File: config.mk
export PLATFORM = sky130hd
export DESIGN_NAME = gbc_div
export DESIGN_NICKNAME = d
export VERILOG_FILES = /design/src/hdl/gbc_pkg.sv /design/src/hdl/gbc_div.sv
export SDC_FILE = /design/constraint.sdc
export NUM_CORES = 1
export LEC_CHECK = 0
export BUFFER_PORTS_ARGS = -buffer_cell sky130_fd_sc_hd__buf_2
export CORE_UTILIZATION = 25
export DETAILED_ROUTE_END_ITERATION = 7
export GPL_ROUTABILITY_DRIVEN = 0
export PLACE_DENSITY = 0.37
export RECOVER_POWER = 25
export REMOVE_ABC_BUFFERS = 1
export SLEW_MARGIN = 20
export SYNTH_ARGS = -nofsm -noshare
export SYNTH_HDL_FRONTEND = slang
export SYNTH_SLANG_ARGS = --single-unit
File: constraint.sdc
create_clock -name vclk -period 9.84
set_input_delay 0.984 -clock vclk [all_inputs]
set_output_delay 0.984 -clock vclk [all_outputs]
set_load 0.1 [all_outputs]
File: src/hdl/gbc_pkg.sv
// ----------------------------------------------------------------------------
// gbc_pkg
// Shared types and constants for the gamma and brightness RGB565 converter.
// ----------------------------------------------------------------------------
package gbc_pkg;

  localparam int unsigned BRIGHT_W = 7;
  localparam int unsigned CHAN_W   = 8;
  localparam int unsigned PROD_W   = CHAN_W + BRIGHT_W;
  localparam int unsigned CFG_IDX_W  = 2;
  localparam int unsigned CFG_DATA_W = BRIGHT_W;

  localparam logic [BRIGHT_W-1:0] BRIGHT_RESET = 7'd100;

  localparam logic [CFG_IDX_W-1:0] CFG_BRIGHTNESS    = 2'd0;
  localparam logic [CFG_IDX_W-1:0] CFG_GAMMA_ENABLE  = 2'd1;
  localparam logic [CFG_IDX_W-1:0] CFG_SOURCE_FORMAT = 2'd2;

  localparam logic FUNC_WRITE   = 1'b0;
  localparam logic FUNC_CONVERT = 1'b1;

  localparam logic FMT_RGB565   = 1'b0;
  localparam logic FMT_XRGB8888 = 1'b1;

  localparam logic [1:0] CH_RED   = 2'd0;
  localparam logic [1:0] CH_GREEN = 2'd1;
  localparam logic [1:0] CH_BLUE  = 2'd2;

  typedef struct packed {
    logic             en;
    logic [1:0]       ch;
    logic [CHAN_W-1:0] idx;
    logic [CHAN_W-1:0] val;
  } gbc_wr_t;

  typedef struct packed {
    logic        dim;
    logic        passthru;
    logic [15:0] raw;
  } gbc_ctl_t;

endpackage

File: src/hdl/gbc_div.sv
// ----------------------------------------------------------------------------
// gbc_div
// Truncating divide of a scaled channel by the full-brightness constant,
// done as a multiply by a rounded-up reciprocal and a shift.
// ----------------------------------------------------------------------------
module gbc_div
  import gbc_pkg::*;
#(
  parameter int unsigned BRIGHTNESS_FULL = 100
)
(
  input  logic [PROD_W-1:0] prod,
  output logic [CHAN_W-1:0] quo
);

  localparam int unsigned L_BITS = $clog2(BRIGHTNESS_FULL);
  localparam int unsigned SHIFT  = PROD_W + L_BITS;
  localparam int unsigned MUL_W  = PROD_W + 2;
  localparam logic [63:0] RECIP_FULL = ((64'd1 << SHIFT) / BRIGHTNESS_FULL) + 64'd1;
  localparam logic [MUL_W-1:0] RECIP = RECIP_FULL[MUL_W-1:0];

  logic [PROD_W+MUL_W-1:0] wide;
  logic [PROD_W+MUL_W-1:0] shifted;

  assign wide    = (PROD_W+MUL_W)'(prod) * (PROD_W+MUL_W)'(RECIP);
  assign shifted = wide >> SHIFT;
  assign quo     = shifted[CHAN_W-1:0];

endmodule

==> flow_metrics.tcl <==
set metrics [dict create \
    netlist.area_leader.share_pct 36.9 \
    final_max_slew_viol_count 0 \
    outcome "finished, final reports clean" \
    crit_start "prod[12]" \
    timing.final.crit_period_ns 7.01 \
    grt_pass1_vias 2772 \
    min_path_type "primary input to output port" \
    synth_area_leader_cell "fa_1" \
    post_cts_resized 0 \
    yosys_warnings 0 \
    die_h_um 123 \
    drt_wl_total_mm 8.54 \
    worstHoldPathCells 4 \
    report.final.hold_viol_count 0 \
    drt_first_iter_violations 64 \
    ys_seq_area_share_pct 0 \
    syn_area_per_cell_um2 9.93 \
    remaining_overflow_grt 0 \
    tightestPinTransition_ns 1.17 \
    number_of_flip_flops_and_latches 0 \
    clock_buffer_count 0 \
    final.period_utilization_pct 71.3 \
    maxCapViolCount 0 \
    postSynthCellCount 371 \
    die-area_um2 15200 \
    drt_via_density 4.38 \
    final_antenna_net_count 0 \
    mostFrequentLayoutCell "inv_1" \
    syn_area_um2 3680 \
    diode_count 0 \
    buffer_ports.inserted 23 \
    placement_rows 44 \
    number_of_hold_buffers_added_after_cts 0 \
    grt_max_degree 11 \
    crit_fanout 8 \
    drt_pass1_iterations 6 \
    timing.critical_path.to_type "output port" \
    syn_to_final_growth_pct 8.90 \
    worst_relative_slew_slack_pct 22.6 \
    die_width_um 123 \
    wire_per_inst_um 14.9 \
    synth_cell_types 40 \
    postCtsSetupRepairBufs 0 \
    drive_gt1_share_pct 8.18 \
    fmaxAchievable_mhz 143 \
    worst_ep_required_time_ns 8.86 \
    min_delay_worst_endpoint "quo[7]" \
    wire_length_of_the_first_global_routing_pass_mm 14.6 \
    remaining_drc_errors 0 \
    fill_cell_total_of_the_finished_layout 1539 \
    unrepaired_setup_endpoints_after_global_routing "false" \
    finalSetupViolCount 0 \
    start_kind "primary input" \
    initial_core_util_pct 25.4 \
    layout.area.seq_um2 0 \
    fin_tns_setup_ns 0 \
    hpwlAfterDp_mm 8.15 \
    critical_path_arrival_ns 6.03 \
    most-common-layout-cells "inv_1, ha_1, fa_1, buf_2, a21oi_1" \
    final_nets 574 \
    routed-via-count 2521 \
    initial_antenna_violation_count 0 \
    floorplan.core_area_um2 14500 \
    netlist_top_cells_area "fa_1, ha_1, inv_1" \
    ioPinCount 23 \
    global_route.usage.total_pct 12.3 \
    holdCritStartpoint "prod[14]" \
    worst-setup-path-type "primary input to output port" \
]
## worst max-delay path by stage
stage / endpoint
2_1_floorplan: quo[2]
3_3_place_gp: quo[6]
3_5_place_dp: quo[5]
4_1_cts: quo[5]
5_1_grt: quo[0]
6_report: quo[0]
## layer usage
metal / track usage [%] / vias up / wire (um)
met1: 19.3 / 1245 / 4440
li1: - / 1255 / -
met2: 20.0 / 21 / 3990
met5: 0 / - / 0
met3: 0 / 0 / 111
met4: 0 / 0 / 0
## cells by family after synthesis
family	count (synthesis)	share of synthesized area [%]
adders and majority gates	166	70.2
buffers and inverters	102	10.5
AOI/OAI and AO/OA	50	9.64
and+or+nand+nor	43	7.23
xor gates and xnor gates	9	2.14
muxes	1	0.272
## synth_stat cells, types with 2 or more instances
cell type and count:
xor2_1 2, a311oi_2 2, and3_1 3, a21o_1 4
nor3_1 2, fa_1 68, buf_2 3, nand3_1 6
a21oi_1 19, a211oi_1 2, nand2_1 10, o21ai_0 8
and4_1 2, a31oi_1 2, nor2b_1 3, a211o_1 2
o211ai_1 2, nor2_1 7, xnor2_1 7, inv_1 99
ha_1 98, nand4_1 2
## stage by stage
| stage | hold slack, ns | worst slack (ns) | instances | utilization (%) | area, um^2 |
|---|---|---|---|---|---|
| 6_report | 2.75 | 2.83 | 575 | 27.7 | 4010 |
| 5_1_grt | 2.80 | 2.59 | 575 | 27.7 | 4010 |
| 4_1_cts | 2.77 | 3.04 | 575 | 27.7 | 4020 |
| 3_5_place_dp | 2.76 | 3.06 | 575 | 27.7 | 4020 |
| 3_3_place_gp | 2.77 | 3.07 | 575 | 27.7 | 4020 |
| 2_1_floorplan | 2.65 | 2.58 | 368 | - | 3670 |
## area by class of cell
cell class	count	area (um^2)	share of cell area (%)
Inverter	99	372	9.26
Multi-Input combinational cell	269	3300	82.2
Tap cell	184	230	5.74
Timing Repair Buffer	23	113	2.81
## worst max-delay path, cell delays in order
cell,delay [ns]
buf_2,0.21
fa_1,0.47
ha_1,0.29
inv_1,0.05
fa_1,0.48
inv_1,0.06
fa_1,0.52
inv_1,0.05
fa_1,0.54
inv_1,0.05
ha_1,0.37
nand4_4,0.16
or4_4,0.58
nand3_4,0.13
xor2_1,0.18
clkbuf_1,0.88
Power is left out: the tool's default activity adds up to more than one toggle a clock period on the data nets, which glitch-free logic cannot reach.
